<file path="src/rtl/core/wrcs_pkg.sv">
`timescale 1ns / 1ps
// Package for the weighted random child select unit.
// Holds shared widths, defaults and the cell control struct; no dependencies.
package wrcs_pkg;

  localparam int unsigned NUM_CHILDREN_DEF = 8;
  localparam int unsigned WEIGHT_BITS_DEF  = 8;
  localparam int unsigned RANDOM_BITS_DEF  = 16;

  // Fixed field widths of the ports
  localparam int unsigned REG_COUNT   = 8;
  localparam int unsigned REG_W       = 8;
  localparam int unsigned REG_IDX_W   = 3;
  localparam int unsigned MASK_W      = 8;
  localparam int unsigned FRAC_W      = 16;
  localparam int unsigned CHILD_IDX_W = 3;

  localparam logic [REG_W-1:0] WEIGHT_RESET = REG_W'(1);

  // Control that travels with a word down the chain of cells
  typedef struct packed {
    logic vld;   // word present in this stage
    logic any;   // some eligible child seen so far
    logic done;  // running total has reached the threshold
  } cell_ctrl_t;

endpackage

</file>
<file path="src/rtl/core/wrcs_front.sv">
`timescale 1ns / 1ps
// Front end: eligible weight sum, then sum times fraction to a threshold.
// Depends on wrcs_pkg.
module wrcs_front #(
  parameter int unsigned NUM_CHILDREN = wrcs_pkg::NUM_CHILDREN_DEF,
  parameter int unsigned WEIGHT_BITS  = wrcs_pkg::WEIGHT_BITS_DEF,
  parameter int unsigned RANDOM_BITS  = wrcs_pkg::RANDOM_BITS_DEF,
  parameter int unsigned SUM_W        = WEIGHT_BITS + $clog2(NUM_CHILDREN)
) (
  input  logic                                    clk_i,
  input  logic                                    rst_ni,
  input  logic                                    en_i,
  input  logic                                    acc_i,
  input  logic [wrcs_pkg::MASK_W-1:0]             mask_i,
  input  logic [wrcs_pkg::FRAC_W-1:0]             frac_i,
  input  logic [NUM_CHILDREN-1:0][WEIGHT_BITS-1:0] weight_i,
  output logic                                    vld_o,
  output logic [wrcs_pkg::MASK_W-1:0]             mask_o,
  output logic [SUM_W-1:0]                        thr_o
);

  localparam int unsigned FRAC_EXT_W =
    (RANDOM_BITS > wrcs_pkg::FRAC_W) ? RANDOM_BITS : wrcs_pkg::FRAC_W;
  localparam int unsigned PROD_W = SUM_W + RANDOM_BITS;

  logic                          sum_vld_q;
  logic [wrcs_pkg::MASK_W-1:0]   sum_mask_q;
  logic [RANDOM_BITS-1:0]        sum_frac_q;
  logic [SUM_W-1:0]              sum_q;
  logic [SUM_W-1:0]              sum_d;
  logic [FRAC_EXT_W-1:0]         frac_ext;
  logic [PROD_W-1:0]             prod;
  logic                          thr_vld_q;
  logic [wrcs_pkg::MASK_W-1:0]   thr_mask_q;
  logic [SUM_W-1:0]              thr_q;

  always_comb begin
    sum_d = '0;
    for (int i = 0; i < NUM_CHILDREN; i++) begin
      if (mask_i[i]) begin
        sum_d = sum_d + SUM_W'(weight_i[i]);
      end
    end
  end

  assign frac_ext = FRAC_EXT_W'(frac_i);
  assign prod     = PROD_W'(sum_q) * PROD_W'(sum_frac_q);

  always_ff @(posedge clk_i or negedge rst_ni) begin
    if (!rst_ni) begin
      sum_vld_q <= 1'b0;
      thr_vld_q <= 1'b0;
    end else if (en_i) begin
      sum_vld_q <= acc_i;
      thr_vld_q <= sum_vld_q;
    end
  end

  always_ff @(posedge clk_i) begin
    if (en_i) begin
      sum_mask_q <= mask_i;
      sum_frac_q <= frac_ext[RANDOM_BITS-1:0];
      sum_q      <= sum_d;
      thr_mask_q <= sum_mask_q;
      // drop the fraction bits
      thr_q      <= prod[PROD_W-1:RANDOM_BITS];
    end
  end

  assign vld_o  = thr_vld_q;
  assign mask_o = thr_mask_q;
  assign thr_o  = thr_q;

endmodule

</file>
<file path="src/rtl/core/wrcs_cell.sv">
`timescale 1ns / 1ps
// One cell of the chain: if eligible and not yet done, adds its child's weight
// to the total and claims the word; it is done at the threshold. Uses wrcs_pkg.
module wrcs_cell #(
  parameter int unsigned IDX         = 0,
  parameter int unsigned WEIGHT_BITS = wrcs_pkg::WEIGHT_BITS_DEF,
  parameter int unsigned SUM_W       = wrcs_pkg::WEIGHT_BITS_DEF + 3
) (
  input  logic                               clk_i,
  input  logic                               rst_ni,
  input  logic                               en_i,
  input  logic [WEIGHT_BITS-1:0]             weight_i,
  input  wrcs_pkg::cell_ctrl_t               ctrl_i,
  input  logic [wrcs_pkg::MASK_W-1:0]        mask_i,
  input  logic [SUM_W-1:0]                   thr_i,
  input  logic [SUM_W-1:0]                   run_i,
  input  logic [wrcs_pkg::CHILD_IDX_W-1:0]   pick_i,
  output wrcs_pkg::cell_ctrl_t               ctrl_o,
  output logic [wrcs_pkg::MASK_W-1:0]        mask_o,
  output logic [SUM_W-1:0]                   thr_o,
  output logic [SUM_W-1:0]                   run_o,
  output logic [wrcs_pkg::CHILD_IDX_W-1:0]   pick_o
);

  wrcs_pkg::cell_ctrl_t              ctrl_d, ctrl_q;
  logic [SUM_W-1:0]                  run_d, run_q, run_sum;
  logic [wrcs_pkg::CHILD_IDX_W-1:0]  pick_d, pick_q;
  logic [wrcs_pkg::MASK_W-1:0]       mask_q;
  logic [SUM_W-1:0]                  thr_q;
  logic                              take;

  assign take    = mask_i[IDX] && !ctrl_i.done;
  assign run_sum = run_i + SUM_W'(weight_i);

  always_comb begin
    ctrl_d     = ctrl_i;
    run_d      = run_i;
    pick_d     = pick_i;
    ctrl_d.any = ctrl_i.any | mask_i[IDX];
    if (take) begin
      run_d       = run_sum;
      pick_d      = wrcs_pkg::CHILD_IDX_W'(IDX);
      ctrl_d.done = (run_sum >= thr_i);
    end
  end

  always_ff @(posedge clk_i or negedge rst_ni) begin
    if (!rst_ni) begin
      ctrl_q <= '0;
    end else if (en_i) begin
      ctrl_q <= ctrl_d;
    end
  end

  always_ff @(posedge clk_i) begin
    if (en_i) begin
      mask_q <= mask_i;
      thr_q  <= thr_i;
      run_q  <= run_d;
      pick_q <= pick_d;
    end
  end

  assign ctrl_o = ctrl_q;
  assign mask_o = mask_q;
  assign thr_o  = thr_q;
  assign run_o  = run_q;
  assign pick_o = pick_q;

endmodule

</file>
<file path="src/rtl/core/weighted_random_child_select_unit.sv">
`timescale 1ns / 1ps
// Weighted random child select unit: roulette wheel pick over eligible children.
// Stages from accepted word to result: sum stage, multiply stage, one cell per
// child. Throughput: one word per cycle; the whole pipe holds while the output
// word is stalled.
// Reset: pipe empties, every weight register returns to 1.
module weighted_random_child_select_unit #(
  parameter int unsigned NUM_CHILDREN = wrcs_pkg::NUM_CHILDREN_DEF,
  parameter int unsigned WEIGHT_BITS  = wrcs_pkg::WEIGHT_BITS_DEF,
  parameter int unsigned RANDOM_BITS  = wrcs_pkg::RANDOM_BITS_DEF
) (
  input  logic                               clk_i,
  input  logic                               rst_ni,
  input  logic                               cfg_we_i,
  input  logic [wrcs_pkg::REG_IDX_W-1:0]     cfg_idx_i,
  input  logic [wrcs_pkg::REG_W-1:0]         cfg_data_i,
  input  logic                               in_valid_i,
  output logic                               in_stall_o,
  input  logic [wrcs_pkg::MASK_W-1:0]        eligible_mask_i,
  input  logic [wrcs_pkg::FRAC_W-1:0]        random_fraction_i,
  output logic                               out_valid_o,
  input  logic                               out_stall_i,
  output logic [wrcs_pkg::CHILD_IDX_W-1:0]   chosen_child_o,
  output logic                               no_eligible_o
);

  localparam int unsigned SUM_W = WEIGHT_BITS + $clog2(NUM_CHILDREN);
  localparam int unsigned W_EXT_W =
    (WEIGHT_BITS > wrcs_pkg::REG_W) ? WEIGHT_BITS : wrcs_pkg::REG_W;

  logic [wrcs_pkg::REG_W-1:0]        weight_q [wrcs_pkg::REG_COUNT];
  logic [NUM_CHILDREN-1:0][WEIGHT_BITS-1:0] weight;
  logic [W_EXT_W-1:0]                weight_ext [NUM_CHILDREN];

  logic                              en;
  logic                              acc;

  wrcs_pkg::cell_ctrl_t              ctrl_w [NUM_CHILDREN+1];
  logic [wrcs_pkg::MASK_W-1:0]       mask_w [NUM_CHILDREN+1];
  logic [SUM_W-1:0]                  thr_w  [NUM_CHILDREN+1];
  logic [SUM_W-1:0]                  run_w  [NUM_CHILDREN+1];
  logic [wrcs_pkg::CHILD_IDX_W-1:0]  pick_w [NUM_CHILDREN+1];
  logic                              front_vld;

  always_ff @(posedge clk_i or negedge rst_ni) begin
    if (!rst_ni) begin
      for (int i = 0; i < wrcs_pkg::REG_COUNT; i++) begin
        weight_q[i] <= wrcs_pkg::WEIGHT_RESET;
      end
    end else if (cfg_we_i) begin
      weight_q[cfg_idx_i] <= cfg_data_i;
    end
  end

  // keep the low WEIGHT_BITS of each register, zero-extend when wider
  for (genvar g = 0; g < NUM_CHILDREN; g++) begin : g_weight
    assign weight_ext[g] = W_EXT_W'(weight_q[g]);
    assign weight[g]     = weight_ext[g][WEIGHT_BITS-1:0];
  end

  // advance the whole pipe unless the output word is held
  assign en          = !ctrl_w[NUM_CHILDREN].vld || !out_stall_i;
  assign in_stall_o  = !en;
  assign acc         = in_valid_i && en;

  wrcs_front #(
    .NUM_CHILDREN (NUM_CHILDREN),
    .WEIGHT_BITS  (WEIGHT_BITS),
    .RANDOM_BITS  (RANDOM_BITS),
    .SUM_W        (SUM_W)
  ) u_front (
    .clk_i    (clk_i),
    .rst_ni   (rst_ni),
    .en_i     (en),
    .acc_i    (acc),
    .mask_i   (eligible_mask_i),
    .frac_i   (random_fraction_i),
    .weight_i (weight),
    .vld_o    (front_vld),
    .mask_o   (mask_w[0]),
    .thr_o    (thr_w[0])
  );

  always_comb begin
    ctrl_w[0]      = '0;
    ctrl_w[0].vld  = front_vld;
  end
  assign run_w[0]  = '0;
  assign pick_w[0] = '0;

  for (genvar c = 0; c < NUM_CHILDREN; c++) begin : g_cell
    wrcs_cell #(
      .IDX         (c),
      .WEIGHT_BITS (WEIGHT_BITS),
      .SUM_W       (SUM_W)
    ) u_cell (
      .clk_i    (clk_i),
      .rst_ni   (rst_ni),
      .en_i     (en),
      .weight_i (weight[c]),
      .ctrl_i   (ctrl_w[c]),
      .mask_i   (mask_w[c]),
      .thr_i    (thr_w[c]),
      .run_i    (run_w[c]),
      .pick_i   (pick_w[c]),
      .ctrl_o   (ctrl_w[c+1]),
      .mask_o   (mask_w[c+1]),
      .thr_o    (thr_w[c+1]),
      .run_o    (run_w[c+1]),
      .pick_o   (pick_w[c+1])
    );
  end

  // pick stays zero when no cell claimed the word
  assign out_valid_o    = ctrl_w[NUM_CHILDREN].vld;
  assign chosen_child_o = pick_w[NUM_CHILDREN];
  assign no_eligible_o  = !ctrl_w[NUM_CHILDREN].any;

  a_empty_pick_zero : assert property (@(posedge clk_i) disable iff (!rst_ni)
    out_valid_o && no_eligible_o |-> chosen_child_o == '0)
    else $error("empty mask gave a nonzero child");

  a_pick_eligible : assert property (@(posedge clk_i) disable iff (!rst_ni)
    out_valid_o && !no_eligible_o |-> mask_w[NUM_CHILDREN][chosen_child_o])
    else $error("chosen child is not eligible");

  a_flag_matches_mask : assert property (@(posedge clk_i) disable iff (!rst_ni)
    out_valid_o |-> no_eligible_o == (mask_w[NUM_CHILDREN][NUM_CHILDREN-1:0] == '0))
    else $error("no-eligible flag disagrees with mask");

  a_stall_only_on_hold : assert property (@(posedge clk_i) disable iff (!rst_ni)
    in_stall_o |-> out_valid_o && out_stall_i)
    else $error("input stalled while output is free");

endmodule
</file>
<file path="config.mk">
export PLATFORM = sky130hd
export DESIGN_NAME = weighted_random_child_select_unit
export DESIGN_NICKNAME = d
export VERILOG_FILES = /design/src/rtl/core/wrcs_pkg.sv /design/src/rtl/core/wrcs_front.sv /design/src/rtl/core/wrcs_cell.sv /design/src/rtl/core/weighted_random_child_select_unit.sv
export SDC_FILE = /design/constraint.sdc
export NUM_CORES = 1
export LEC_CHECK = 0
export ABC_CLOCK_PERIOD_IN_PS = 9100
export BUFFER_PORTS_ARGS = -buffer_cell sky130_fd_sc_hd__buf_2
export CORE_MARGIN = 2
export CORE_UTILIZATION = 27
export DETAILED_ROUTE_END_ITERATION = 10
export PLACE_DENSITY = 0.48
export SLEW_MARGIN = 20
export SYNTH_ARGS = -nofsm -noshare
export SYNTH_HDL_FRONTEND = slang
export SYNTH_SLANG_ARGS = --single-unit
</file>
<file path="constraint.sdc">
create_clock -name clk_i -period 9.1 [get_ports clk_i]
set_clock_uncertainty 0.1 [all_clocks]
set_input_delay 0.455 -clock clk_i [delete_from_list [all_inputs] [get_ports clk_i]]
set_output_delay 0.455 -clock clk_i [all_outputs]
set_load 0.005 [all_outputs]
</file>
==> run_summary.xml <==
<?xml version="1.0" encoding="UTF-8"?>
<metrics>
  <group name="floorplanning">
    <metric name="number_of_rows_in_the_core_area" unit="">106</metric>
    <metric name="ioPinCount" unit="">46</metric>
    <metric name="die_height" unit="um">295.2</metric>
    <metric name="core_outline_area" unit="um2">83820</metric>
    <metric name="design.die.area" unit="um2">87130</metric>
    <metric name="dieWidth" unit="um">295.2</metric>
    <metric name="initial_core_util" unit="%">27.31</metric>
  </group>
  <group name="worst_setup_path">
    <metric name="critPathRequiredTime" unit="ns">9.28</metric>
    <metric name="ff2ff_setup_slack" unit="ns">0.44</metric>
    <metric name="path_delay_family" unit="">adder cells</metric>
    <metric name="critical_path_buf_inv_count" unit="">1</metric>
    <metric name="max_stage_delay" unit="ns">0.53</metric>
    <metric name="critical_path.slowest_cell" unit="">sky130_fd_sc_hd__dfstp_2</metric>
    <metric name="start_kind" unit="">flip-flop</metric>
    <metric name="critical-path-top-cell-by-count" unit="">sky130_fd_sc_hd__ha_1</metric>
    <metric name="critical_path_arrival" unit="ns">8.84</metric>
    <metric name="end_kind" unit="">flip-flop</metric>
    <metric name="critPathKind" unit="">flip-flop to flip-flop</metric>
    <metric name="critical_path_peak_fanout" unit="">4</metric>
  </group>
  <group name="min_path">
    <metric name="holdCritPathClass" unit="">input port to flip-flop</metric>
  </group>
  <group name="sta">
    <metric name="finalWorstPathRequiredPeriod" unit="ns">8.661</metric>
    <metric name="timing.final.crit_share" unit="%">95.17</metric>
    <metric name="tightest_slew" unit="ns">0.8996</metric>
    <metric name="finalHoldViolations" unit="">0</metric>
    <metric name="max-slew-margin-rel" unit="%">40.02</metric>
    <metric name="maxClockFrequency" unit="GHz">0.1155</metric>
    <metric name="hold-worst-slack" unit="ns">0.1151</metric>
    <metric name="postLayoutSetupSlackWorst" unit="ns">0.4394</metric>
    <metric name="final-max-slew-violation-count" unit="">0</metric>
    <metric name="finalSetupViolCount" unit="">0</metric>
  </group>
  <group name="placement">
    <metric name="post_place_instance_area" unit="um2">24410</metric>
    <metric name="finalWeightedCongestion" unit="">0.8140</metric>
    <metric name="pre_cts_slack" unit="ns">0.09191</metric>
    <metric name="hpwl" unit="mm">42.33</metric>
    <metric name="io_buffers" unit="">45</metric>
  </group>
  <group name="finish">
    <metric name="total_non_filler_cell_area_in_the_finished_layout" unit="um2">26020</metric>
    <metric name="multi_input_area" unit="um2">12840</metric>
    <metric name="layout-drive-gt1-share" unit="%">11.52</metric>
    <metric name="ff_latch_area" unit="um2">8994</metric>
    <metric name="final_util" unit="%">31.04</metric>
    <metric name="area_growth" unit="%">13.66</metric>
    <metric name="nFillCells" unit="">8608</metric>
    <metric name="nets_finish" unit="">2561</metric>
  </group>
  <group name="global_routing">
    <metric name="track_usage" unit="%">13.02</metric>
    <metric name="first_pass_grt_wire_length" unit="mm">88.64</metric>
    <metric name="grt_antenna_before_repair" unit="">5</metric>
    <metric name="grt-ovfl-total" unit="">0</metric>
    <metric name="via_count_of_the_first_global_routing_pass" unit="">15807</metric>
    <metric name="grt_start_max_net_pins" unit="">68</metric>
  </group>
  <group name="synthesis">
    <metric name="synth.yosys.warnings" unit="">0</metric>
    <metric name="synth-async-reset-ratio" unit="%">28.34</metric>
    <metric name="synth.yosys.seq_area_share" unit="%">39.29</metric>
    <metric name="main_combinational_cell_family_by_area_after_synthesis" unit="">adder cells</metric>
    <metric name="number_of_enable_type_register_cells_in_the_synthesized_netlist" unit="">225</metric>
    <metric name="yosys.area_share.adder" unit="%">24.94</metric>
    <metric name="synth.lib_cells_used.distinct" unit="">65</metric>
    <metric name="synth-xor-area-share" unit="%">4.078</metric>
    <metric name="synth.cell_area" unit="um2">22890</metric>
    <metric name="synth.ff_latch_count" unit="">314</metric>
    <metric name="synth-compound-area-share" unit="%">10.32</metric>
    <metric name="postSynthAreaPerCell" unit="um2">10.98</metric>
    <metric name="synthMuxAreaShare" unit="%">5.575</metric>
    <metric name="ys.flop_type" unit="">sky130_fd_sc_hd__edfxtp_1</metric>
    <metric name="synthSimpleGateAreaFrac" unit="%">10.77</metric>
    <metric name="post_synth_inst_count" unit="">2084</metric>
    <metric name="postSynthNetCount" unit="">2498</metric>
  </group>
  <group name="drt">
    <metric name="route.detailed.drc" unit="">0</metric>
    <metric name="drt-total-wl" unit="mm">55.32</metric>
    <metric name="postRouteAntennaNets" unit="">0</metric>
    <metric name="detailroute.via_count" unit="">14916</metric>
    <metric name="drc_marker_count_from_the_first_detailed_route_iteration" unit="">786</metric>
    <metric name="route.detailed.vias_per_inst" unit="">4.500</metric>
    <metric name="routedWlPerCell" unit="um">16.69</metric>
    <metric name="drt_pre_antenna_iters" unit="">5</metric>
  </group>
  <group name="clock_network">
    <metric name="ctsRootBufferMaster" unit="">sky130_fd_sc_hd__clkbuf_16</metric>
    <metric name="cts_tree" unit="">yes</metric>
    <metric name="cts_max_level" unit="">2</metric>
    <metric name="cts_num_sinks" unit="">314</metric>
    <metric name="cts_inserted_buffers" unit="">40</metric>
    <metric name="clk_latency" unit="ns">0.58</metric>
    <metric name="post_cts_clock_slew_at_the_launch_and_capture_registers_of_the_worst_setup_and_hold_paths" unit="ns">0.06</metric>
    <metric name="clk_path_buf_depth" unit="">3</metric>
  </group>
  <group name="run">
    <metric name="timing.max_cap.violations" unit="">0</metric>
  </group>
  <group name="run_status">
    <metric name="status" unit="">completed</metric>
  </group>
</metrics>
-- cell families after synthesis --
| family | after synthesis |
|---|---|
| adders and majority gates | 374 |
| xor gates and xnor gates | 105 |
| muxes | 114 |
| DFF | 314 |
| AOI/OAI and AO/OA | 359 |
| and+or+nand+nor | 511 |
| buffers and inverters | 307 |
-- cells in the mapped netlist (10+ instances only) --
cell type | instances | area, um2
sky130_fd_sc_hd__inv_1 | 254 | 953.4
sky130_fd_sc_hd__ha_1 | 237 | 2965
sky130_fd_sc_hd__edfxtp_1 | 225 | 6756
sky130_fd_sc_hd__nand2_1 | 222 | 833.3
sky130_fd_sc_hd__fa_1 | 137 | 2743
sky130_fd_sc_hd__mux2_2 | 108 | 1216
sky130_fd_sc_hd__and2_1 | 98 | 613.1
sky130_fd_sc_hd__a21oi_1 | 84 | 420.4
sky130_fd_sc_hd__dfrtp_1 | 81 | 2027
sky130_fd_sc_hd__o21ai_0 | 81 | 405.4
sky130_fd_sc_hd__xnor2_1 | 76 | 665.6
sky130_fd_sc_hd__nor2_1 | 73 | 274.0
sky130_fd_sc_hd__o21a_1 | 52 | 390.4
sky130_fd_sc_hd__clkbuf_1 | 51 | 191.4
sky130_fd_sc_hd__a21o_1 | 32 | 240.2
sky130_fd_sc_hd__nor3_1 | 29 | 145.1
sky130_fd_sc_hd__o21bai_1 | 28 | 210.2
sky130_fd_sc_hd__xor2_1 | 28 | 245.2
sky130_fd_sc_hd__nand2b_1 | 24 | 150.1
sky130_fd_sc_hd__nor2b_1 | 19 | 118.9
sky130_fd_sc_hd__a211oi_1 | 12 | 90.09
sky130_fd_sc_hd__o31ai_1 | 10 | 75.07
-- placed cells by master (no fill, tap or decap), drive strengths merged, types with 6 or more instances in the layout --
cell type	n
nor3	29
a31oi	7
ha	237
a21oi	84
nor2b	20
a21o	32
o31ai	10
mux2	108
edfxtp	225
o21ai	82
dfrtp	81
and2	99
a21boi	7
clkbuf	55
inv	256
a41oi	6
or3	6
nand2	222
dfstp	8
mux2i	6
o21bai	28
nand3	7
fa	137
xnor2	76
buf	54
clkinv	15
nor2	73
xor2	28
dlygate4sd3	18
o21a	52
and4	6
a211oi	13
nand2b	24
-- stage by stage --
step	std cells	TNS [ns]
finish	3315	0
global placement	3219	0
CTS	3311	0
floorplan	2084	0
detailed placement	3219	0
global route	3314	-0.002998
-- final timing paths --
| path | from | end | cells past startpoint |
|---|---|---|---|
| min in group asynchronous | rst_ni | g_cell[7].u_cell.ctrl_o[1]$_DFFE_PN0N_ | 2 |
| max in group asynchronous | rst_ni | weight[61]$_DFFE_PN0P_ | 3 |
| max reg2reg | weight[0]$_DFFE_PN1P_ | u_front.sum_q[10]$_DFFE_PN_ | 39 |
| min reg2reg | u_front.sum_mask_q[2]$_DFFE_PN_ | u_front.mask_o[2]$_DFFE_PN_ | 0 |
| min | eligible_mask_i[0] | u_front.sum_mask_q[0]$_DFFE_PN_ | 1 |
| max | weight[0]$_DFFE_PN1P_ | u_front.sum_q[10]$_DFFE_PN_ | 39 |
-- final cells by class --
class / count / share of cell area [%]
diodes: 2 / 0.01924
clock buffers: 55 / 4.179
well taps: 1134 / 5.453
clock inverters: 19 / 0.9089
inverters: 256 / 3.693
multi-input cells: 1463 / 49.35
repair buffers: 72 / 1.827
flip-flops and latches: 314 / 34.57
-- layer usage --
metal,global-route usage (%),share of wire [%]
met1,17.20,47
met3,1.782,3.1
met5,0,0.038
met2,22.29,48
met4,3.566,2.2
-- sequential cells by signal (all words and copies together) (netlist names) --
name	count
u_front.thr_o	11
u_front.vld_o	1
g_cell.u_cell.pick_o	17
u_front.mask_o	8
u_front.sum_vld_q	1
weight	64
u_front.sum_q	11
g_cell.u_cell.run_o	60
g_cell.u_cell.mask_o	28
u_front.sum_mask_q	8
g_cell.u_cell.ctrl_o	23
g_cell.u_cell.thr_o	66
u_front.sum_frac_q	16
-- repair_timing --
| action | 4_1_cts | 5_1_grt |
|---|---|---|
| resized for setup | 0 | 18 |
| hold buffers | 18 | 0 |
| endpoints found under the hold margin | 42 | 0 |
| endpoints found under the setup margin | 0 | 3 |
| buffers inserted | 0 | 2 |
Power is left out: the tool's default activity adds up to more than one toggle a clock period on the data nets, which glitch-free logic cannot reach.
